===== src/hw/rtl/lmbcm_pkg.sv =====
// Package for the LED matrix BCM scan driver.
// Holds the command record passed front to back, opcodes, widths and the plane weight table.
// No dependencies.
package lmbcm_pkg;

    // default geometry
    localparam int PANEL_COLUMNS_DEF  = 64;
    localparam int ROW_PAIR_COUNT_DEF = 32;
    localparam int PLANE_COUNT_DEF    = 5;

    // fixed field widths of the stream items
    localparam int ROW_FW     = 5;
    localparam int COL_FW     = 6;
    localparam int COLOR_W    = 5;
    localparam int PIX_W      = 3 * COLOR_W;
    localparam int PLANE_FW   = 3;
    localparam int BASE_W     = 16;
    localparam int WEIGHT_W   = 4;
    localparam int ON_TIME_W  = 20;
    localparam int PINS_W     = 6;
    localparam int OPCODE_W   = 2;
    localparam int S_TDATA_W  = 32;
    localparam int M_TDATA_W  = 40;

    // command queue
    localparam int QUEUE_DEPTH = 4;
    localparam int QUEUE_PTR_W = $clog2(QUEUE_DEPTH);

    // input opcodes
    localparam logic [OPCODE_W-1:0] OP_WRITE_PIXEL = 2'd0;
    localparam logic [OPCODE_W-1:0] OP_ROW_DONE    = 2'd1;
    localparam logic [OPCODE_W-1:0] OP_START       = 2'd2;
    localparam logic [OPCODE_W-1:0] OP_XFER_ERROR  = 2'd3;

    typedef enum logic {
        CMD_WRITE,
        CMD_RUN
    } t_cmd_kind;

    typedef enum logic [1:0] {
        BK_CLEAR,
        BK_IDLE,
        BK_RUN
    } t_back_state;

    // one queued command: a pixel write or one column run
    typedef struct packed {
        t_cmd_kind              kind;
        logic                   bank;        // write: 1 = bottom half
        logic [ROW_FW-1:0]      row;         // write: bank row, run: row pair
        logic [COL_FW-1:0]      col;         // write only
        logic [PIX_W-1:0]       pixel;       // write only
        logic [PLANE_FW-1:0]    plane;       // run only
        logic                   shown_valid; // run only
        logic [ROW_FW-1:0]      shown_row;   // run only
        logic [ON_TIME_W-1:0]   on_time;     // run only
    } t_cmd;

    // BCM weight of each bitplane
    function automatic logic [WEIGHT_W-1:0] plane_weight(input logic [PLANE_FW-1:0] plane);
        logic [WEIGHT_W-1:0] w;
        case (plane)
            3'd0:    w = 4'd1;
            3'd1:    w = 4'd2;
            3'd2:    w = 4'd4;
            3'd3:    w = 4'd8;
            3'd4:    w = 4'd12;
            default: w = 4'd0;
        endcase
        return w;
    endfunction

endpackage


===== src/hw/rtl/lmbcm_queue.sv =====
// Short command FIFO between front and back.
// Depends on lmbcm_pkg.
module lmbcm_queue (
    input  logic            i_clk,
    input  logic            i_rst_n,
    input  logic            i_push,
    input  lmbcm_pkg::t_cmd i_cmd,
    output logic            o_full,
    input  logic            i_pop,
    output logic            o_valid,
    output lmbcm_pkg::t_cmd o_cmd
);

    lmbcm_pkg::t_cmd                r_slot [lmbcm_pkg::QUEUE_DEPTH];
    logic [lmbcm_pkg::QUEUE_PTR_W-1:0] r_wptr, r_rptr;
    logic [lmbcm_pkg::QUEUE_PTR_W:0]   r_count;

    assign o_full  = (r_count == (lmbcm_pkg::QUEUE_PTR_W+1)'(lmbcm_pkg::QUEUE_DEPTH));
    assign o_valid = (r_count != '0);
    assign o_cmd   = r_slot[r_rptr];

    always_ff @(posedge i_clk) begin
        if (i_push) begin
            r_slot[r_wptr] <= i_cmd;
        end
    end

    always_ff @(posedge i_clk) begin
        if (!i_rst_n) begin
            r_wptr  <= '0;
            r_rptr  <= '0;
            r_count <= '0;
        end else begin
            if (i_push) begin
                r_wptr <= r_wptr + 1'b1;
            end
            if (i_pop) begin
                r_rptr <= r_rptr + 1'b1;
            end
            case ({i_push, i_pop})
                2'b10:   r_count <= r_count + 1'b1;
                2'b01:   r_count <= r_count - 1'b1;
                default: r_count <= r_count;
            endcase
        end
    end

`ifndef ASSERT_OFF
    a_no_overflow: assert property (@(posedge i_clk) disable iff (!i_rst_n)
        o_full && !i_pop |-> !i_push)
        else $error("command queue overflow");
    a_no_underflow: assert property (@(posedge i_clk) disable iff (!i_rst_n)
        i_pop |-> o_valid)
        else $error("command queue underflow");
`endif

endmodule


===== config.mk =====
export PLATFORM = sky130hd
export DESIGN_NAME = lmbcm_queue
export DESIGN_NICKNAME = d
export VERILOG_FILES = /design/src/hw/rtl/lmbcm_pkg.sv /design/src/hw/rtl/lmbcm_queue.sv
export SDC_FILE = /design/constraint.sdc
export NUM_CORES = 1
export LEC_CHECK = 0
export BUFFER_PORTS_ARGS = -buffer_cell sky130_fd_sc_hd__buf_2
export CAP_MARGIN = 20
export CORE_MARGIN = 1
export CORE_UTILIZATION = 50
export DETAILED_ROUTE_END_ITERATION = 6
export PLACE_DENSITY = 0.72
export SYNTH_ARGS = -nofsm -noshare
export SYNTH_HDL_FRONTEND = slang
export SYNTH_SLANG_ARGS = --single-unit

===== constraint.sdc =====
create_clock -name i_clk -period 3.22 [get_ports i_clk]
set_clock_uncertainty 0.05 [all_clocks]
set_input_delay 0.644 -clock i_clk [delete_from_list [all_inputs] [get_ports i_clk]]
set_output_delay 0.644 -clock i_clk [all_outputs]
set_load 0.05 [all_outputs]

### Yosys cells after proc, flatten, opt, wreduce, memory -nomap -nowiden

Memory sizes are Yosys's and may differ from the RTL's. A register that Yosys moved wholly into a read port is not among the register bits.
Index checks and enable logic that the tools add are counted.

| word-level totals | value |
|---|---|
| memories kept | 1 |
| bits in writable memories | 228 |
| input port bits | 61 |
| register bits after elaboration | 7 |
| word-level logic and storage cells | 18 |

Memory list:

| name | depth | width | rd ports | clocked after Yosys merged registers in | wr ports | line | text |
|---|---|---|---|---|---|---|---|
| r_slot | 4 | 57 | 1 | 1 | 1 | lmbcm_queue.sv:14 | `lmbcm_pkg::t_cmd r_slot [lmbcm_pkg::QUEUE_DEPTH];` |

| operators by class | value |
|---|---|
| equality and inequality tests | 3 |
| $add $sub $neg | 4 |
| reduce and logical (&&, ||, !) cells | 2 |
| mux-type cells | 5 |

Operators by type and width:

| kind | count |
|---|---|
| 3-bit one-hot mux with 2 select lines | 1 |
| 2-bit by 1-bit adder with 2-bit output, second input constant | 2 |
| 2-bit 2-to-1 mux | 2 |
| 3-bit by 1-bit adder with 3-bit output, second input constant | 1 |
| 3-bit == test, second input constant | 1 |
| 3-bit nonzero test | 1 |
| 3-bit by 1-bit subtractor with 3-bit output, second input constant | 1 |
| 2-bit by 1-bit == test with 1-bit output, second input constant | 1 |
| 2-bit == test, second input constant | 1 |
| 1-bit 2-to-1 mux | 2 |
| 2-bit nonzero test | 1 |

### Longest topological paths before layout

| logic depth | value |
|---|---|
| depth in word-level cells | 3 |
| gate-level depth with buffers | 6 |

### Worst setup path before layout

No wires, ideal clock.

| timing path | value |
|---|---|
| kind | input-to-reg |
| start | in i_push |
| end | mem r_slot[0][0] (netlist bit), enable pin |
| buffers on the path | 0 |
| stages | 1 |
| arrival time | 1,994 ps |
| path slack | 755 ps |
| library setup time | 421 ps |
| cells stage by stage | and2_1 |

| on the way | value |
|---|---|
| cells in the longest elaborated chain, start to end | 2 |

RTL lines:

| item | line | text |
|---|---|---|
| start: declaration | lmbcm_queue.sv:6 | `input logic i_push,` |
| 1-bit 2-to-1 mux | lmbcm_queue.sv:23 | `if (i_push) begin` |
| 1-bit 2-to-1 mux (not written as such) | lmbcm_queue.sv:24 | `r_slot[r_wptr] <= i_cmd;` |
| end: declaration | lmbcm_queue.sv:14 |  |

Every way passes these cells.

==> results.md <==
- Status: completed
- Number of gates resized after cts: 0
- # setup viols final: 0
- Area taken by flip-flops and latches: 0.00703 mm^2
- Worst Path Class, Setup: flop to primary output
- Area of the multi-input gates: 0.00155 mm^2
- Port Buf Inserts: 119
- Tot GR Track Use: 16.8%
- TritonCTS clock tree: built
- Standard cell core area: 0.0168 mm^2
- Netlist area before placement: 0.00866 mm^2
- Total via count after detailed routing: 3869
- Arrival time of data at the critical path endpoint: 2150 ps
- Area growth, synth to finish: 17.6%
- Part of the power in combinational logic: 14.1%
- Share of the clock period used by the worst path after layout: 88.4%
- Most numerous cell in the Yosys netlist: edfxtp_1
- Number of instances in the synthesized netlist: 339
- Die Outline Area: 0.0179 mm^2
- Initial drt markers: 248
- Insertion delay of the later-clocked pin in the worst-skew pair: 490 ps
- Max_slew headroom: 39.0%
- Type of element launching the critical path: flop
- Root cell of the clock tree: clkbuf_16
- Mean area per synthesized cell: 25.5 um^2
- Static leakage: 3.43 nW
- Die W: 134 um
- Residual DRC count: 0
- Post-synthesis register bit count: 237
- Setup Fix Bufs, Post-CTS: 0
- Post-synth top cells: edfxtp_1 (228), mux4_2 (57), and2_1 (9), dfxtp_1 (9), ha_1 (5)
- Dominant register cell in the synthesized netlist: edfxtp_1
- Share of async-settable or async-resettable flops after synthesis: 0%
- Number of iterations in the first detailed-routing pass: 4
- Clock buffer depth: 3
- Area after DPL: 0.00951 mm^2
- Sum of routed wire length over all layers: 14.5 mm
- Initial antenna violation count: 1
- Worst hold-check path type: input port to flop
- Pwr dens: 686 mW/mm^2
- R2R setup slack: 1410 ps
- Detail Route Antenna Nets: 0
- Worst supply voltage drop on vdd: 0.424 mV
- Vias in the first global route: 4113
- Starting density of the core: 51.7%
- Destination of the worst register-to-register timing path: r_slot[3][30]
- Maximum number of pins on one net before global-route repair: 58
- Number of enable-type register cells in the synthesized netlist: 228
- Most area-consuming cells after synthesis: edfxtp_1 (79%), mux4_2 (15%), dfxtp_1 (2.1%)
- Total negative setup slack: 0 ps
- Clock buffers created by TritonCTS: 23
- Clock transition time at the flip-flop clock pins of the worst setup and hold paths: 60 ps
- Internal cell power: 5.24 mW
- Number of distinct library cells after synthesis: 20
- Clock net sink count: 237
- Design area: 0.0102 mm^2
- Slew @ Worst Pin: 915 ps
- RR Startpoint: r_wptr[0]
- Req. time, crit path: 2530 ps
- First-pass GRT wire length: 22.5 mm
- Post-layout net count: 541
- Power spent charging and discharging nets: 1.75 mW
- End of the critical path: o_cmd[17]
- Sequential Power Share: 51.4%
- Fraction of synthesized cell area taken by the top area cell type: 79.1%
- DP HPWL: 8.19 mm
- Slew Limit Fails: 0
- Placer's final routability congestion estimate: 0.650
- Fraction of power consumed by the clock network: 34.5%
- Fraction of layout cells with a size suffix above 1: 43.1%
- Height of the chip: 134 um
- Remaining global-route overflow: 0
- Setup repair after global routing missed its margin: no
- Max-cap viol count: 0
- Hold Buf Count CTS: 0
- Maximum fanout along the worst path: 33
- Endpoint kind of the worst setup timing path: primary output
- Detailed-route vias per instance: 5.44
- Cell type with the largest total area after synthesis: edfxtp_1
- Ports placed on the boundary: 120
- Number of rows created at floorplan: 47
- Number of fill cells: 1197
- Number of cell instances on the worst register-to-register path: 2
- Sequential cell area fraction in the yosys report: 81.1%
- CTS H-tree depth: 1
- Max frequency: 351 MHz
- Mapped Nets: 406
- Number of warnings printed during yosys synthesis: 0
- Detail-routed net length per standard cell: 20.4 um
- Time the final worst path needs with I/O delays and setup: 2850 ps
- Final Hold Fails: 0
- Sw Share: 25.0%
sequential cells by signal, indices dropped and copies added (netlist names), named ones only:
signal,flops
r_wptr,2
r_rptr,2
r_count,3
r_slot,228
logic make-up after synthesis:
family          Yosys count  share of synthesized area, %
xor+xnor                  5                         0.506
buf+inv                  15                          1.14
mux                      59                          15.1
simple gates             15                          1.07
fa+ha+maj                 6                         0.953
compound gates            2                         0.144
flops                   237                          81.1
cell usage in the layout (no fill, tap or decap), types with 3 or more instances in the layout:
cell type	count
buf_2	119
clkbuf_1	9
mux4_2	57
and2_1	5
and2_4	4
dfxtp_1	7
inv_1	3
clkbuf_16	23
clkinv_1	6
edfxtp_1	228
ha_1	5
xnor2_1	3
through the flow:
stage | utilization (%) | hold WS (ps) | instances | worst slack (ps) | total power [mW]
after floorplan | - | 417 | 339 | 755 | 4.40
after global placement | 56.7 | 428 | 669 | 844 | 4.63
after detailed placement | 56.7 | 464 | 669 | 828 | 4.65
after CTS | 60.7 | 292 | 710 | 311 | 7.07
after global routing | 60.7 | 294 | 710 | 254 | 7.23
final | 60.8 | 313 | 711 | 375 | 6.98
cell type report:
| type | instances | share of cell area, % |
|---|---|---|
| diodes | 1 | 0.0246 |
| clock buffers | 32 | 5.98 |
| clock inverters | 9 | 0.639 |
| inverters | 3 | 0.111 |
| multi-input cells | 87 | 15.2 |
| flip-flops and latches | 237 | 69.1 |
| well taps | 220 | 2.70 |
| repair buffers | 122 | 6.32 |
metal layers:
metal	vias to the layer above	GRT usage, %	wire length (um)
met1	2023	23.1	6240
met3	19	3.77	975
li1	1711	-	-
met4	0	3.66	195
met5	-	0	0
met2	116	27.8	7080
worst min-delay path by stage:
| stage | slack, ps | endpoint | start | depth (start not counted) |
|---|---|---|---|---|
| final | 310 | r_slot[0][21] | i_cmd[21] | 1 |
| after global routing | 290 | r_slot[0][40] | i_cmd[40] | 1 |
| after CTS | 290 | r_slot[0][52] | i_cmd[52] | 1 |
| after detailed placement | 460 | r_count[2] | r_count[2] | 2 |
| after global placement | 430 | r_count[2] | r_count[2] | 2 |
| after floorplan | 420 | r_count[2] | r_count[2] | 2 |
power by group through the flow:
stage | sequential (mW) | clock (mW) | combinational (mW)
floorplan | 3.64 | 0 | 0.760
global placement | 3.65 | 0 | 0.983
detailed placement | 3.66 | 0 | 0.999
CTS | 3.59 | 2.48 | 1.00
global route | 3.60 | 2.59 | 1.04
finish | 3.59 | 2.41 | 0.984
worst max-delay path, cell delays in order, from the launching register on:
cell     delay (ps)
dfxtp_4         510
buf_12          300
mux4_2          580
buf_2           230
No activity file was read; power rests on OpenSTA's default activity.
