--- src/hw/rtl/lmbcm_pkg.sv ---
// Package for the LED matrix BCM scan driver.
// Holds the command record passed front to back, opcodes, widths and the plane weight table.
// No dependencies.
package lmbcm_pkg;

    // default geometry
    localparam int PANEL_COLUMNS_DEF  = 64;
    localparam int ROW_PAIR_COUNT_DEF = 32;
    localparam int PLANE_COUNT_DEF    = 5;

    // fixed field widths of the stream items
    localparam int ROW_FW     = 5;
    localparam int COL_FW     = 6;
    localparam int COLOR_W    = 5;
    localparam int PIX_W      = 3 * COLOR_W;
    localparam int PLANE_FW   = 3;
    localparam int BASE_W     = 16;
    localparam int WEIGHT_W   = 4;
    localparam int ON_TIME_W  = 20;
    localparam int PINS_W     = 6;
    localparam int OPCODE_W   = 2;
    localparam int S_TDATA_W  = 32;
    localparam int M_TDATA_W  = 40;

    // command queue
    localparam int QUEUE_DEPTH = 4;
    localparam int QUEUE_PTR_W = $clog2(QUEUE_DEPTH);

    // input opcodes
    localparam logic [OPCODE_W-1:0] OP_WRITE_PIXEL = 2'd0;
    localparam logic [OPCODE_W-1:0] OP_ROW_DONE    = 2'd1;
    localparam logic [OPCODE_W-1:0] OP_START       = 2'd2;
    localparam logic [OPCODE_W-1:0] OP_XFER_ERROR  = 2'd3;

    typedef enum logic {
        CMD_WRITE,
        CMD_RUN
    } t_cmd_kind;

    typedef enum logic [1:0] {
        BK_CLEAR,
        BK_IDLE,
        BK_RUN
    } t_back_state;

    // one queued command: a pixel write or one column run
    typedef struct packed {
        t_cmd_kind              kind;
        logic                   bank;        // write: 1 = bottom half
        logic [ROW_FW-1:0]      row;         // write: bank row, run: row pair
        logic [COL_FW-1:0]      col;         // write only
        logic [PIX_W-1:0]       pixel;       // write only
        logic [PLANE_FW-1:0]    plane;       // run only
        logic                   shown_valid; // run only
        logic [ROW_FW-1:0]      shown_row;   // run only
        logic [ON_TIME_W-1:0]   on_time;     // run only
    } t_cmd;

    // BCM weight of each bitplane
    function automatic logic [WEIGHT_W-1:0] plane_weight(input logic [PLANE_FW-1:0] plane);
        logic [WEIGHT_W-1:0] w;
        case (plane)
            3'd0:    w = 4'd1;
            3'd1:    w = 4'd2;
            3'd2:    w = 4'd4;
            3'd3:    w = 4'd8;
            3'd4:    w = 4'd12;
            default: w = 4'd0;
        endcase
        return w;
    endfunction

endpackage

--- src/hw/rtl/lmbcm_front.sv ---
// Front end: accepts input beats, holds base time and scan counters, builds commands.
// Depends on lmbcm_pkg.
module lmbcm_front #(
    parameter int PANEL_COLUMNS  = lmbcm_pkg::PANEL_COLUMNS_DEF,
    parameter int ROW_PAIR_COUNT = lmbcm_pkg::ROW_PAIR_COUNT_DEF,
    parameter int PLANE_COUNT    = lmbcm_pkg::PLANE_COUNT_DEF
) (
    input  logic                                i_clk,
    input  logic                                i_rst_n,
    input  logic                                i_cfg_wr_en,
    input  logic [lmbcm_pkg::BASE_W-1:0]        i_cfg_wr_data,
    input  logic                                i_valid,
    output logic                                o_ready,
    input  logic [lmbcm_pkg::OPCODE_W-1:0]      i_opcode,
    input  logic [lmbcm_pkg::COL_FW-1:0]        i_pixel_x,
    input  logic [lmbcm_pkg::COL_FW-1:0]        i_pixel_y,
    input  logic [lmbcm_pkg::PIX_W-1:0]         i_pixel,
    input  logic                                i_clearing,
    input  logic                                i_queue_full,
    output logic                                o_push,
    output lmbcm_pkg::t_cmd                     o_cmd
);

    logic [lmbcm_pkg::BASE_W-1:0]   r_base_time;
    logic [lmbcm_pkg::ROW_FW-1:0]   r_scan_row, n_scan_row;
    logic [lmbcm_pkg::PLANE_FW-1:0] r_scan_plane, n_scan_plane;

    logic                           accept;
    logic                           in_panel;
    logic                           bottom;
    logic [lmbcm_pkg::ROW_FW:0]     row_inc;
    logic [lmbcm_pkg::PLANE_FW:0]   plane_inc;
    logic [lmbcm_pkg::ON_TIME_W-1:0] on_time;

    assign o_ready = !i_clearing && !i_queue_full;
    assign accept  = i_valid && o_ready;

    assign in_panel = ({1'b0, i_pixel_x} < (lmbcm_pkg::COL_FW+1)'(PANEL_COLUMNS))
                   && ({1'b0, i_pixel_y} < (lmbcm_pkg::COL_FW+1)'(2 * ROW_PAIR_COUNT));
    assign bottom   = (i_pixel_y >= lmbcm_pkg::COL_FW'(ROW_PAIR_COUNT));

    // widen both factors so the product keeps all 20 bits
    assign on_time = lmbcm_pkg::ON_TIME_W'(lmbcm_pkg::plane_weight(r_scan_plane))
                   * lmbcm_pkg::ON_TIME_W'(r_base_time);

    // scan advance: row first, wrap into next plane
    always_comb begin
        row_inc      = {1'b0, r_scan_row} + 1'b1;
        plane_inc    = {1'b0, r_scan_plane} + 1'b1;
        n_scan_row   = row_inc[lmbcm_pkg::ROW_FW-1:0];
        n_scan_plane = r_scan_plane;
        if (row_inc >= (lmbcm_pkg::ROW_FW+1)'(ROW_PAIR_COUNT)) begin
            n_scan_row = '0;
            if (plane_inc >= (lmbcm_pkg::PLANE_FW+1)'(PLANE_COUNT)) begin
                n_scan_plane = '0;
            end else begin
                n_scan_plane = plane_inc[lmbcm_pkg::PLANE_FW-1:0];
            end
        end
    end

    always_comb begin
        o_push = 1'b0;
        o_cmd  = '0;
        case (i_opcode)
            lmbcm_pkg::OP_WRITE_PIXEL: begin
                o_push     = accept && in_panel;
                o_cmd.kind = lmbcm_pkg::CMD_WRITE;
                o_cmd.bank = bottom;
                o_cmd.row  = bottom
                    ? lmbcm_pkg::ROW_FW'(i_pixel_y - lmbcm_pkg::COL_FW'(ROW_PAIR_COUNT))
                    : lmbcm_pkg::ROW_FW'(i_pixel_y);
                o_cmd.col   = i_pixel_x;
                o_cmd.pixel = i_pixel;
            end
            lmbcm_pkg::OP_ROW_DONE: begin
                o_push            = accept;
                o_cmd.kind        = lmbcm_pkg::CMD_RUN;
                o_cmd.row         = n_scan_row;
                o_cmd.plane       = n_scan_plane;
                o_cmd.shown_valid = 1'b1;
                o_cmd.shown_row   = r_scan_row;
                o_cmd.on_time     = on_time;
            end
            lmbcm_pkg::OP_START: begin
                o_push     = accept;
                o_cmd.kind = lmbcm_pkg::CMD_RUN;
            end
            default: begin
                o_push = 1'b0;   // transfer error is dropped
            end
        endcase
    end

    always_ff @(posedge i_clk) begin
        if (!i_rst_n) begin
            r_base_time  <= lmbcm_pkg::BASE_W'(1);
            r_scan_row   <= '0;
            r_scan_plane <= '0;
        end else begin
            if (i_cfg_wr_en) begin
                r_base_time <= i_cfg_wr_data;
            end
            if (accept && i_opcode == lmbcm_pkg::OP_ROW_DONE) begin
                r_scan_row   <= n_scan_row;
                r_scan_plane <= n_scan_plane;
            end
        end
    end

endmodule

--- config.mk ---
export PLATFORM = sky130hd
export DESIGN_NAME = lmbcm_front
export DESIGN_NICKNAME = d
export VERILOG_FILES = /design/src/hw/rtl/lmbcm_pkg.sv /design/src/hw/rtl/lmbcm_front.sv
export SDC_FILE = /design/constraint.sdc
export NUM_CORES = 1
export LEC_CHECK = 0
export BUFFER_PORTS_ARGS = -buffer_cell sky130_fd_sc_hd__buf_2
export CORE_AREA = 2 2 64 126
export DETAILED_ROUTE_END_ITERATION = 8
export DIE_AREA = 0 0 66 128
export HOLD_SLACK_MARGIN = 0.02
export PLACE_DENSITY = 0.76
export RECOVER_POWER = 100
export SYNTH_ARGS = -nofsm -noshare
export SYNTH_HDL_FRONTEND = slang
export SYNTH_SLANG_ARGS = --single-unit
--- constraint.sdc ---
create_clock -name i_clk -period 13.63 [get_ports i_clk]
set_input_delay 2.0445 -clock i_clk [delete_from_list [all_inputs] [get_ports i_clk]]
set_output_delay 2.0445 -clock i_clk [all_outputs]
set_load 0.05 [all_outputs]
== Word level (Yosys, flattened, before mapping) ==
Index checks and enable logic that the tools add are counted.
Cells by class
  add/subtract/negate cells: 3
  multipliers: 1
  magnitude comparators: 3
  equality and inequality tests: 6
  multiplexer cells: 11
  reductions and logical operators: 9
Operators by type and width (count)
  $mux 29: 1
  $mux 21: 1
  $mul 4x16->20: 1
  $pmux 4 s5: 1
  $ge 6x6->1 const B: 2
  $mux 5: 2
  $pmux 5 s2: 1
  $add 5x1->6 const B: 1
  $eq 3x2->1 const B: 2
  $mux 3: 2
  $sub 5x1->5 const B: 1
  $add 3x1->4 const B: 1
  $ge 4x3->1 const B: 1
  $eq 3x1->1 const B: 1
  $eq 3x3->1 const B: 1
  $logic_and 1x1->1: 3
  $logic_not 3->1: 1
  $mux 1: 3
  $reduce_or 3->1: 1
  $eq 2x1->1 const B: 1
  $eq 2x2->1 const B: 1
  $logic_not 1->1: 2
  $logic_not 2->1: 1
  $reduce_or 2->1: 1
Storage, ports and cells
  bits in registers: 24

== Depth between registers and ports, before layout ==
Gate-level depths: netlist (run 1).
  word-level depth: 5
  depth in mapped cells: 16

== Worst setup path after synthesis (run 1) ==
No wires, ideal clock.
  path type: register to output
  from: register r_scan_plane[0] (netlist bit)
  to: output o_cmd[19] (netlist bit)
  data arrival time: 4.682 ns
  data required time: 11.585 ns
  slack: 6.904 ns
  cell stages (with the launch flop): 15
  path buffers: 1
  cell sequence: dfxtp_1 -> inv_1 -> ha_1 -> mux2i_1 -> clkbuf_1 -> nor2b_1 -> fa_1 -> inv_1 -> fa_1 -> inv_1 -> ha_1 -> a21oi_1 -> o21ai_0 -> o31a_1 -> o21ai_0
RTL lines
  start: declaration: RTL line lmbcm_front.sv:26  | logic [lmbcm_pkg::PLANE_FW-1:0] r_scan_plane, n_scan_plane;
  start signal: assignment: RTL line lmbcm_front.sv:106  | r_scan_plane <= n_scan_plane;
  end: declaration: RTL line lmbcm_front.sv:21  | output lmbcm_pkg::t_cmd o_cmd

==> results of run 1 <==
area by class of cell:
cell class | instances | area [um2] | share of cell area [%]
clock buffers | 3 | 75.07 | 1.761
clock inverters | 1 | 30.03 | 0.7044
inverters | 57 | 214.0 | 5.019
multi-input cells | 369 | 2859 | 67.07
flip-flops and latches | 24 | 480.5 | 11.27
well taps | 94 | 117.6 | 2.759
repair buffers | 112 | 486.7 | 11.42
power by group through the flow:
stage / Clock (W) / Combinational, W / Sequential [W]
final: 0.0000842 / 0.0000581 / 0.0000765
after global routing: 0.0000872 / 0.0000631 / 0.0000771
after CTS: 0.0000855 / 0.0000602 / 0.0000765
after detailed placement: 0 / 0.0000599 / 0.0000781
after global placement: 0 / 0.0000589 / 0.0000780
after floorplan: 0 / 0.0000431 / 0.0000768
per-layer routing:
layer / part of all wire [%] / up-vias / track usage (%)
met4: 4.1 / 0 / 11.64
li1: - / 1714 / -
met5: 0 / - / 0
met3: 2.9 / 28 / 1.141
met2: 56 / 98 / 42.48
met1: 37 / 1637 / 24.83
worst min-delay path, delay by kind of cell (launching register included):
family | cells | cell delay, ps
flip-flops | 1 | 340
AND/OR/NAND/NOR | 1 | 70
AO/OA/AOI/OAI | 1 | 50
registers in the layout, indices dropped and copies added (netlist names):
signal        count
r_base_time      16
r_scan_row        5
r_scan_plane      3
cell families (layout without fill, tap and decap cells):
family | Yosys count | count (layout) | synth area share (%)
DFF | 24 | 24 | 13.19
adders and majority gates | 61 | 61 | 26.72
muxes | 24 | 24 | 6.593
xor gates and xnor gates | 13 | 13 | 3.125
AOI/OAI and AO/OA | 69 | 69 | 12.12
and+or+nand+nor | 202 | 202 | 30.39
buffers and inverters | 75 | 173 | 7.864
Yosys cell counts, types with 3 or more instances:
cell,instances
nand2_1,42
nor3_1,3
and2_1,50
or3_1,4
a21oi_1,21
clkbuf_1,14
and3_1,4
xnor2_1,7
o21ai_0,20
ha_1,33
nor2_1,21
nand2b_1,12
dfxtp_1,24
o211ai_1,5
inv_1,57
xor2_1,6
nor2b_1,49
mux2i_1,24
nand4_1,3
buf_2,4
nand3_1,7
a21o_1,7
fa_1,28
path summary, 6_finish.rpt:
path | from | endpoint | slack, ps | depth (start not counted)
setup / recovery | r_scan_plane[0]$_SDFFE_PN0P_ | o_cmd[16] | 5700 | 15
hold / removal | r_scan_row[1]$_SDFFE_PN0P_ | r_scan_row[1]$_SDFFE_PN0P_ | 500 | 2
setup reg to reg | r_scan_row[0]$_SDFFE_PN0P_ | r_scan_plane[1]$_SDFFE_PN0P_ | 11870 | 5
hold reg to reg | r_scan_row[1]$_SDFFE_PN0P_ | r_scan_row[1]$_SDFFE_PN0P_ | 500 | 2
metrics by stage:
stage          power [W]  hold WS [ps]  worst slack [ps]  std cells
2_1_floorplan  0.0001199         463.7              6904        468
3_3_place_gp   0.0001369         485.4              6753        656
3_5_place_dp   0.0001379         495.2              6545        656
4_1_cts        0.0002222         505.1              6245        660
5_1_grt        0.0002274         546.5              5246        660
6_report       0.0002188         504.1              5700        660
==> impl_results.md, run 1 <==
- Pleak: between 1.5 and 2 nW
- Comb pwr share: about a quarter
- CTS max path bufs: 2
- PortBufs: ~110
- Gpl congestion: a little under 0.9
- MaxCap Viol Count: 0
- Max frequency: 0.1261 GHz
- Dpl cell area: 0.004257 mm2
- Core Box Area: between 0.007 and 0.008 mm2
- Critical Path Most Common Cell: inv_1
- Register area share after synthesis: 13.19%
- Die area: about 0.0084 mm2
- Setup TNS Final: 0 ps
- Resized cells post-CTS: 0
- Buf/Inv on CP: 4
- Clock power frac: 38.5%
- Post-route DRC: 0
- Status: finished, final reports clean
- DP HPWL: a little under 8 mm
- ANT nets after route: 0
- Worst-margin pin slew: between 1000 and 1500 ps
- Clk sinks: 24
- Initial Utilization: 48.29%
- Cell area after synthesis: approximately 0.0036 mm2
- Chip width: 66 um
- Skew final: just over 0.8 ps
- Yosys warns: 0
- Yosys top cell by area: fa_1
- CP cell instances: inv_1 -> ha_1 -> mux2i_1 -> nor2b_1 -> fa_1 -> inv_1 -> fa_1 -> inv_1 -> ha_1 -> and3_1 -> a221oi_1 -> nand2b_1 -> o211ai_1 -> mux2i_1 -> clkbuf_1
- # IOs: 110
- Main synth FF type: dfxtp_1
- Finished Core Util: between 50% and 60%
- DR pass1 iterations: 4
- Final cycle utilization of the critical path: slightly below 60%
- Filler Cell Count: between 700 and 800
- Reg power frac: between 30% and 40%
- Clock latency on the worst-skew pair: ~260 ps
- Unique cell type count in the Yosys netlist: 40
- Critical Path Max Stage Delay: ~960 ps
- Slew Viols, Final: 0
- CP max-delay cell: mux2i_1
- Cell family with the largest share of critical-path delay: adder cells
- CTS tree: built
- Top area cells in the synthesized netlist: fa_1, dfxtp_1, ha_1
- H-tree Lvls: 1
- Total routing usage reported by global routing: ~23%
- Mean post-synth cell area: 7.785 um2
- RSZ-0062 raised after global routing: no
- Internal: approximately 0.00015 W
- Final Hold Fails: 0
- Antenna violations before repair: 0
- Post-CTS Hold Fix Bufs: 0
- Post-synthesis register bit count: 24
- Area growth from synthesis to layout: 17.00%
- Net Sw Frac: 31.11%
- Largest net degree at the start of global routing: 28
- Clock transition at path regs: around 60 ps
- Wire per inst: roughly 14 um
- PD cells: approximately 51 mW/mm2
- Setup crit start kind: flip-flop
- Root Driver: clkbuf_16
- Global route overflow: 0
- Post-CTS setup buffer count: 0
- Relative slew slack: ~15%
- Total wire length: 9.272 mm
- Die Height: 128 um
- Gate Count Post-Synth: 468
- Worst Hold Class: reg -> reg
- Cell Rows: between 40 and 50
- Tmin final: around 7900 ps
- Most common cell after layout, fill and taps aside: clkbuf_1
- Ys async rst share: 0%
- Setup CP Type: reg -> out
- Worst EP arrival: 5890 ps
- Most frequent cells in the layout: clkbuf_1, inv_1, buf_2, nor2b_1, and2_1
- Drt first-iter violations: around 120
- Global-route wire length before repair: between 15 and 20 mm
- Via density: 5.268
- Synthesized netlist net count: 580
- CP endpoint kind: output port
- Cts bufs inserted: 3
- Post-route cell area: about 0.0043 mm2
- Sw Pwr: around 0.00007 W
- Post-synth EDFFs: 0
- Vias in the first global route: around 3.4k
- Nets: roughly 680
- # diodes: 0
- Synth top area share: between 15 and 20%
- Total number of vias: ~3.5k
- Crit-path max FO: 16
- Critical Path RT: between 10000 and 15000 ps
- Layout cell share with drive strength beyond 1: approximately a tenth
- Endpoints failing setup: 0
- Peak VDD IR: 0.06780 mV
(Power assumes the default switching activity.)
==> run 2, diff against run 1 <==
--- a/config.mk
+++ b/config.mk
@@ -5,12 +5,13 @@
 export SDC_FILE = /design/constraint.sdc
 export NUM_CORES = 1
 export LEC_CHECK = 0
+export ABC_AREA = 1
 export BUFFER_PORTS_ARGS = -buffer_cell sky130_fd_sc_hd__buf_2
-export CORE_AREA = 2 2 64 126
+export CORE_AREA = 2 2 63 125
 export DETAILED_ROUTE_END_ITERATION = 8
-export DIE_AREA = 0 0 66 128
+export DIE_AREA = 0 0 65 127
 export HOLD_SLACK_MARGIN = 0.02
-export PLACE_DENSITY = 0.76
+export PLACE_DENSITY = 0.77
 export RECOVER_POWER = 100
 export SYNTH_ARGS = -nofsm -noshare
 export SYNTH_HDL_FRONTEND = slang
==> constraint.sdc (replaced) <==
create_clock -name i_clk -period 8.3 [get_ports i_clk]
set_input_delay 1.245 -clock i_clk [delete_from_list [all_inputs] [get_ports i_clk]]
set_output_delay 1.245 -clock i_clk [all_outputs]
set_load 0.05 [all_outputs]
==> run 2 against run 1 <==
  * Non-clock buffer count fell by 3
  * Die area fell by 2.3%
  * Global-route usage rose by 3.2 points
  * First-iteration DRC count rose by 33%
  * Critical path type unchanged
  * Critical endpoint is now o_cmd[13]
==> impl_results.md, run 2 <==
- Wire per inst: 12.99 um (-7.5%)
- Yosys top cell by area: fa_1
- # diodes: 0 (unchanged)
- Min-Delay Endpoint: r_scan_row[4]$_SDFFE_PN0P_
- Final cycle utilization of the critical path: between 70% and 80%
- Synth Area in XOR/XNOR: 1.711% (-1.4 points)
- Crit-path max FO: 15 (-1)
- Post-route DRC: 0 (unchanged)
- Skew final: 4.090 ps (+3.274 ps)
- Relative slew slack: 37.03% (+22 points)
- Clock latency on the worst-skew pair: 260 ps (about the same)
- Peak VDD IR: 0.1085 mV (+60%)
- Hold_sp: r_scan_row[4]$_SDFFE_PN0P_
- Main combinational cell family by area after synthesis: simple AND/OR/NAND/NOR gates
- CTS tree: built
- Mean post-synth cell area: 6.115 um2 (-21%)
- Slew Viols, Final: 0 (unchanged)
- Post-CTS Hold Fix Bufs: 0 (unchanged)
- ANT nets after route: 0 (unchanged)
- CP endpoint kind: output port
- Post-synthesis register bit count: 24 (unchanged)
- Status: finished, final reports clean
- Setup crit start kind: flip-flop
- Global route overflow: 0 (unchanged)
- Nets: 797 (+17%)
- Setup TNS Final: 0 ps (unchanged)
- Clock transition at path regs: 60 ps (about the same)
- Via density: 5.004 (-5.0%)
- Placed Instances: 772 (+18%)
- Setup CP Type: reg -> out
- Internal: 0.0002508 W (+66%)
- DP HPWL: 8.631 mm (+11%)
- Simple-Gate Fraction of Synth Area: 28.95% (-1.4 points)
- Gpl congestion: 0.9030 (+2.2%)
- Final Hold Fails: 0 (unchanged)
- Most frequent cells in the layout: inv_1, nand2_1, nor2_1, clkbuf_1, buf_2
- PortBufs: 109 (unchanged)
- Drt first-iter violations: 165 (+33%)
- Endpoints failing setup: 0 (unchanged)
- Most flop-heavy register: r_base_time
- Sw Pwr: 0.0001388 W (+100%)
- Net Sw Frac: 35.63% (+4.5 points)
- Core Box Area: 0.007212 mm2 (-4.4%)
- Global-route wire length before repair: 17.09 mm (+11%)
- Number of flip-flops in the largest register: 16 (unchanged)
- Cts bufs inserted: 3 (unchanged)
- Die Height: 127 um (-0.78%)
- RSZ-0062 raised after global routing: no
- Critical Path RT: 7050 ps (-4540 ps)
- Die area: 0.008255 mm2 (-2.3%)
- Post-CTS setup buffer count: 0 (unchanged)
- DR pass1 iterations: 4 (unchanged)
- Synth top area share: 15.64% (+0.26 points)
- PD cells: 92.92 mW/mm2 (+81%)
- Layout cell share with drive strength beyond 1: 9.064% (-1.2 points)
- Unique cell type count in the Yosys netlist: 30 (-25%)
- Layout Cells excl Fill: 776 (+18%)
- Initial Utilization: 49.69% (+1.4 points)
- R2r worst-path depth: 7 (+2)
- Cell area after synthesis: 0.003583 mm2 (-1.6%)
- Pleak: 2.346 nW (+19%)
- H-tree Lvls: 1 (unchanged)
- Internal reg-to-reg setup slack: 6790 ps (-5080 ps)
- Most common cell after layout, fill and taps aside: inv_1
- Root Driver: clkbuf_16
- # IOs: 110 (unchanged)
- Largest net degree at the start of global routing: 31 (+11%)
- Total number of vias: 3883 (+12%)
- Cell with the most instances after synthesis: inv_1
- Ys async rst share: 0% (unchanged)
- Finished Core Util: 58.14% (+1.6 points)
- Total routing usage reported by global routing: 25.87% (+3.2 points)
- Synthesized netlist net count: 698 (+20%)
- Mux cell area share after synthesis: 0% (-6.6 points)
- Filler Cell Count: 749 (-2.0%)
- Area growth from synthesis to layout: 17.00% (about the same)
- Cell Rows: 44 (-2.2%)
- Antenna violations before repair: 0 (unchanged)
- Worst EP arrival: 4760 ps (-1130 ps)
- Adder-cell share of the synthesized area: 27.16% (+0.45 points)
- Resized cells post-CTS: 0 (unchanged)
- Worst hold path depth: 2 (unchanged)
- Vias in the first global route: 3965 (+16%)
- Chip width: 65 um (-1.5%)
- CTS max path bufs: 2 (unchanged)
- Total wire length: 10.08 mm (+8.7%)
- Synth cell count leaders: inv_1, nand2_1, nor2_1, a21oi_1, ha_1
- Reg power frac: 32.3% (-2.7 points)
- R2R Path End: r_scan_plane[2]$_SDFFE_PN0P_
- Compound-cell area share of the yosys netlist: 12.01% (-0.11 points)
- Gate Count Post-Synth: 586 (+25%)
- Worst hold slack: 502.4 ps (-1.755 ps)
- MaxCap Viol Count: 0 (unchanged)
- RR Startpoint: r_scan_row[0]$_SDFFE_PN0P_
- Worst Hold Class: reg -> reg
- Top area cells in the synthesized netlist: fa_1, inv_1, dfxtp_1
- Worst-margin pin slew: 944.6 ps (-290.9 ps)
- Max frequency: ~0.17 GHz
- Clock power frac: 35.3% (-3.2 points)
- Tmin final: between 6000 and 7000 ps
- Register area share after synthesis: 13.41% (+0.22 points)
- Yosys warns: 0 (unchanged)
- Comb pwr share: 32.4% (+5.9 points)
- Post-synth EDFFs: 0 (unchanged)
- Main synth FF type: dfxtp_1
- Clk sinks: 24 (unchanged)
- Biggest regs: r_base_time (16), r_scan_row (5), r_scan_plane (3)
==> run 2: worst max path at each step <==
stage / slack [ps] / from / depth (start not counted) / end
finish: 2300 / r_scan_plane[0]$_SDFFE_PN0P_ / 21 / o_cmd[13]
global route: 1890 / r_scan_plane[0]$_SDFFE_PN0P_ / 21 / o_cmd[14]
CTS: 2520 / r_scan_plane[0]$_SDFFE_PN0P_ / 21 / o_cmd[13]
detailed placement: 2800 / r_scan_plane[0]$_SDFFE_PN0P_ / 21 / o_cmd[13]
global placement: 2900 / r_scan_plane[0]$_SDFFE_PN0P_ / 21 / o_cmd[13]
floorplan: 3080 / r_scan_plane[0]$_SDFFE_PN0P_ / 21 / o_cmd[13]
==> run 2: cell families after synthesis <==
| group | count (synthesis) |
|---|---|
| AO/OA/AOI/OAI | 83 |
| flip-flops | 24 |
| buffers and inverters | 156 |
| adder cells (fa/ha/maj) | 61 |
| AND/OR/NAND/NOR | 255 |
| XOR/XNOR | 7 |
==> run 2: layout make-up <==
cell class / count / area (um2) / area share, %
well taps: 92 / 115.1 / 2.745
flip-flops and latches: 24 / 480.5 / 11.46
repair buffers: 109 / 467.9 / 11.16
clock inverters: 1 / 30.03 / 0.7162
inverters: 141 / 529.3 / 12.62
clock buffers: 3 / 75.07 / 1.791
multi-input cells: 406 / 2495 / 59.50
==> run 2: routing by layer <==
layer / up-vias / GRT usage, % / wire length [um]
li1: 1951 / - / -
met1: 1783 / 25.27 / 3532
met2: 109 / 51.55 / 5782
met3: 40 / 1.673 / 268
met4: 0 / 13.52 / 499
met5: - / 0 / 0
==> run 2: critical path, stage by stage, from the launching register on <==
cell      delay, ps
dfxtp_1         470
inv_1           110
ha_1            240
nor2_1          180
nor2_1           70
inv_1           340
nor2_1          110
fa_1            520
inv_1            60
fa_1            530
inv_1            40
ha_1            350
a21oi_1         310
nor2_1           70
nor2_1           90
nand2_1         110
nand2_1          90
nand2_1          70
nand2_1          60
nand2_1          50
nor2_1          150
clkbuf_1        490
==> run 2: power groups by stage <==
stage,Sequential (W),Clock (W),Combinational (W)
after floorplan,0.000126,0,0.0000942
after global placement,0.000128,0,0.000127
after detailed placement,0.000128,0,0.000129
after CTS,0.000125,0.000137,0.000130
after global routing,0.000126,0.000141,0.000141
final,0.000126,0.000138,0.000126
==> run 2: stage by stage <==
| stage | setup WS (ps) | power, W | instance area (um2) |
|---|---|---|---|
| after floorplan | 3082 | 0.0002205 | 3583 |
| after global routing | 1892 | 0.0004082 | 4193 |
| final | 2299 | 0.0003896 | 4193 |
| after detailed placement | 2800 | 0.0002571 | 4173 |
| after CTS | 2518 | 0.0003928 | 4278 |
| after global placement | 2898 | 0.0002550 | 4173 |
==> run 3, diff against run 2 <==
--- a/config.mk
+++ b/config.mk
@@ -5,13 +5,13 @@
 export SDC_FILE = /design/constraint.sdc
 export NUM_CORES = 1
 export LEC_CHECK = 0
-export ABC_AREA = 1
+export ABC_AREA = 0
 export BUFFER_PORTS_ARGS = -buffer_cell sky130_fd_sc_hd__buf_2
-export CORE_AREA = 2 2 63 125
+export CORE_AREA = 2 2 65 129
 export DETAILED_ROUTE_END_ITERATION = 8
-export DIE_AREA = 0 0 65 127
+export DIE_AREA = 0 0 67 131
 export HOLD_SLACK_MARGIN = 0.02
-export PLACE_DENSITY = 0.77
+export PLACE_DENSITY = 0.76
 export RECOVER_POWER = 100
 export SYNTH_ARGS = -nofsm -noshare
 export SYNTH_HDL_FRONTEND = slang
==> constraint.sdc (replaced) <==
create_clock -name i_clk -period 5.45 [get_ports i_clk]
set_input_delay 0.8175 -clock i_clk [delete_from_list [all_inputs] [get_ports i_clk]]
set_output_delay 0.8175 -clock i_clk [all_outputs]
set_load 0.05 [all_outputs]
==> run 3 against run 2 <==
  * Register-to-register slack worse by 3000 ps
  * Critical endpoint is now o_cmd[16]
  * Largest cell class unchanged
  * First-iteration DRC count is 35% higher
  * Non-clock buffer count is 3 higher
  * Via count is 14% lower
  * Global-route usage is 6.6 points lower
  * Clock skew is 3.4 ps lower
==> impl_results.md, run 3 (synthesis gave the netlist of run 1 again) <==
- Status: finished, final reports clean
- CP cell instances: ha_1 -> mux2i_1 -> buf_4 -> nand2b_1 -> fa_1 -> inv_1 -> fa_1 -> fa_1 -> a21o_1 -> a221oi_4 -> nand2b_1 -> o211ai_1 -> mux2i_1 -> clkbuf_4
- Number of flip-flops in the largest register: 16 (unchanged)
- Most frequent cells in the layout: inv_1, buf_2, nor2b_1, clkbuf_1, and2_1
- Via density: 5.056 (+1.0%)
- Root Driver: clkbuf_16
- Vias in the first global route: 3083 (-22%)
- Hold_sp: r_scan_row[1]$_SDFFE_PN0P_
- CTS tree: built
- Critical Path Most Common Cell: fa_1
- Most common cell after layout, fill and taps aside: inv_1
- Area growth from synthesis to layout: 17.86%
- Peak VDD IR: 0.2233 mV (+110%)
- Filler Cell Count: 757 (+1.1%)
- Final Hold Fails: 0 (unchanged)
- CP endpoint kind: output port
- PortBufs: 109 (unchanged)
- Clock transition at path regs: 60 ps (about the same)
- Cell Rows: 46 (+4.5%)
- Max frequency: roughly 0.19 GHz
- Setup CP Type: reg -> out
- Tmin final: between 5000 and 6000 ps
- Cell family with the largest share of critical-path delay: adder cells
- Post-route DRC: 0 (unchanged)
- # diodes: 0 (unchanged)
- Most flop-heavy register: r_base_time
- Slew Viols, Final: 0 (unchanged)
- Die area: 0.008777 mm2 (+6.3%)
- # IOs: 110 (unchanged)
- Nets: 679 (-15%)
- Chip width: 67 um (+3.1%)
- Post-route cell area: 0.004294 mm2 (+2.4%)
- Critical Path RT: 4630 ps (-2420 ps)
- Critical Path Max Stage Delay: 550 ps (+20 ps)
- Crit-path max FO: 16 (+1)
- Total power: 0.0004895 W (+26%)
- Min-Delay Endpoint: r_scan_row[1]$_SDFFE_PN0P_
- Total number of vias: 3342 (-14%)
- Die Height: 131 um (+3.1%)
- Core Box Area: 0.007828 mm2 (+8.5%)
- DP HPWL: 6.839 mm (-21%)
- Largest net degree at the start of global routing: 28 (-9.7%)
- Global-route wire length before repair: 13.68 mm (-20%)
- PD cells: 114.0 mW/mm2 (+23%)
- RR Startpoint: r_scan_row[0]$_SDFFE_PN0P_
- Worst-margin pin slew: 1084 ps (+139.1 ps)
- H-tree Lvls: 1 (unchanged)
- Wire per inst: 12.60 um (-3.0%)
- Dpl cell area: 0.004259 mm2 (+2.1%)
- Skew final: 0.6770 ps (-3.413 ps)
- Gpl congestion: 0.8543 (-5.4%)
- Clk sinks: 24 (unchanged)
- Setup TNS Final: 0 ps (unchanged)
- Antenna violations before repair: 0 (unchanged)
- Endpoints failing setup: 0 (unchanged)
- Setup crit start kind: flip-flop
- Total routing usage reported by global routing: 19.22% (-6.6 points)
- MaxCap Viol Count: 0 (unchanged)
- R2r worst-path depth: 5 (-2)
- Buf/Inv on CP: 3 (-2)
- Initial Utilization: 46.55% (-3.1 points)
- Cts bufs inserted: 3 (unchanged)
- Worst EP arrival: 4440 ps (-320 ps)
- DR pass1 iterations: 4 (unchanged)
- R2R Path End: r_scan_plane[2]$_SDFFE_PN0P_
- Pleak: 2.003 nW (-15%)
- Post-CTS Hold Fix Bufs: 0 (unchanged)
- CTS max path bufs: 2 (unchanged)
- Internal reg-to-reg setup slack: 3810 ps (-2980 ps)
- ANT nets after route: 0 (unchanged)
- CP max-delay cell: fa_1
- Total wire length: 8.330 mm (-17%)
- Biggest regs: r_base_time (16), r_scan_row (5), r_scan_plane (3)
- Final cycle utilization of the critical path: about 96%
- Worst hold path depth: 2 (unchanged)
- Relative slew slack: 27.75% (-9.3 points)
- Clock latency on the worst-skew pair: 260 ps (about the same)
- Post-CTS setup buffer count: 0 (unchanged)
- Drt first-iter violations: 223 (+35%)
- Worst Hold Class: reg -> reg
- Global route overflow: 0 (unchanged)
- Layout cell share with drive strength beyond 1: 13.10% (+4.0 points)
==> run 3: timing repair <==
action | 4_1_cts | 5_1_grt
hold endpoints to repair | 0 | 0
setup endpoints to repair | 5 | 8
gates resized for setup | 1 | 6
==> run 3: per-stage QoR <==
step | setup slack (ps) | cells | util (%) | hold slack (ps)
final | 194.0 | 661 | 54.86 | 525.1
after global routing | -0.6821 | 661 | 54.86 | 562.1
after CTS | 116.9 | 661 | 55.40 | 516.9
after detailed placement | 162.5 | 658 | 54.41 | 508.5
after global placement | 277.7 | 658 | 54.41 | 496.9
after floorplan | 14.95 | 468 | - | 463.7
==> run 3: how the worst max path moves through the flow <==
stage	from	to	cells after the start
floorplan	r_scan_plane[0]$_SDFFE_PN0P_	o_cmd[16]	15
global placement	r_scan_plane[0]$_SDFFE_PN0P_	o_cmd[16]	13
detailed placement	r_scan_plane[0]$_SDFFE_PN0P_	o_cmd[16]	13
CTS	r_scan_plane[0]$_SDFFE_PN0P_	o_cmd[16]	14
global route	r_scan_plane[1]$_SDFFE_PN0P_	o_cmd[18]	16
finish	r_scan_plane[1]$_SDFFE_PN0P_	o_cmd[16]	14
==> run 3: worst reg2reg max path, delay by kind of cell (launching register included) <==
| kind | cells | cell delay [ps] |
|---|---|---|
| simple gates | 3 | 840 |
| flops | 1 | 440 |
| compound gates | 2 | 250 |
==> run 3: final cells by class <==
cell class	instances	area, um2	share of cell area [%]
well taps	96	120.1	2.797
repair buffers	112	513.0	11.95
multi-input cells	369	2890	67.31
flip-flops and latches	24	481.7	11.22
inverters	57	214.0	4.983
clock buffers	3	75.07	1.748
==> run 3: layer usage <==
layer  global-route usage [%]  wire length [um]  vias up  part of all wire, %
met2                    35.35              4233      108                   51
met5                        0                 0        -                    0
met4                    3.361                47        0                 0.56
met1                    24.43              3661     1512                   44
met3                    1.199               388        5                  4.7
li1                         -                 -     1717                    -
==> run 3: power breakdown <==
| group | internal (W) | switching, W | leakage [nW] |
|---|---|---|---|
| clock network | 0.0000969 | 0.0000570 | 0.0370 |
| logic | 0.0000484 | 0.0000948 | 1.77 |
| registers | 0.000183 | 0.00000940 | 0.197 |
| total | 0.000328 | 0.000161 | 2.00 |
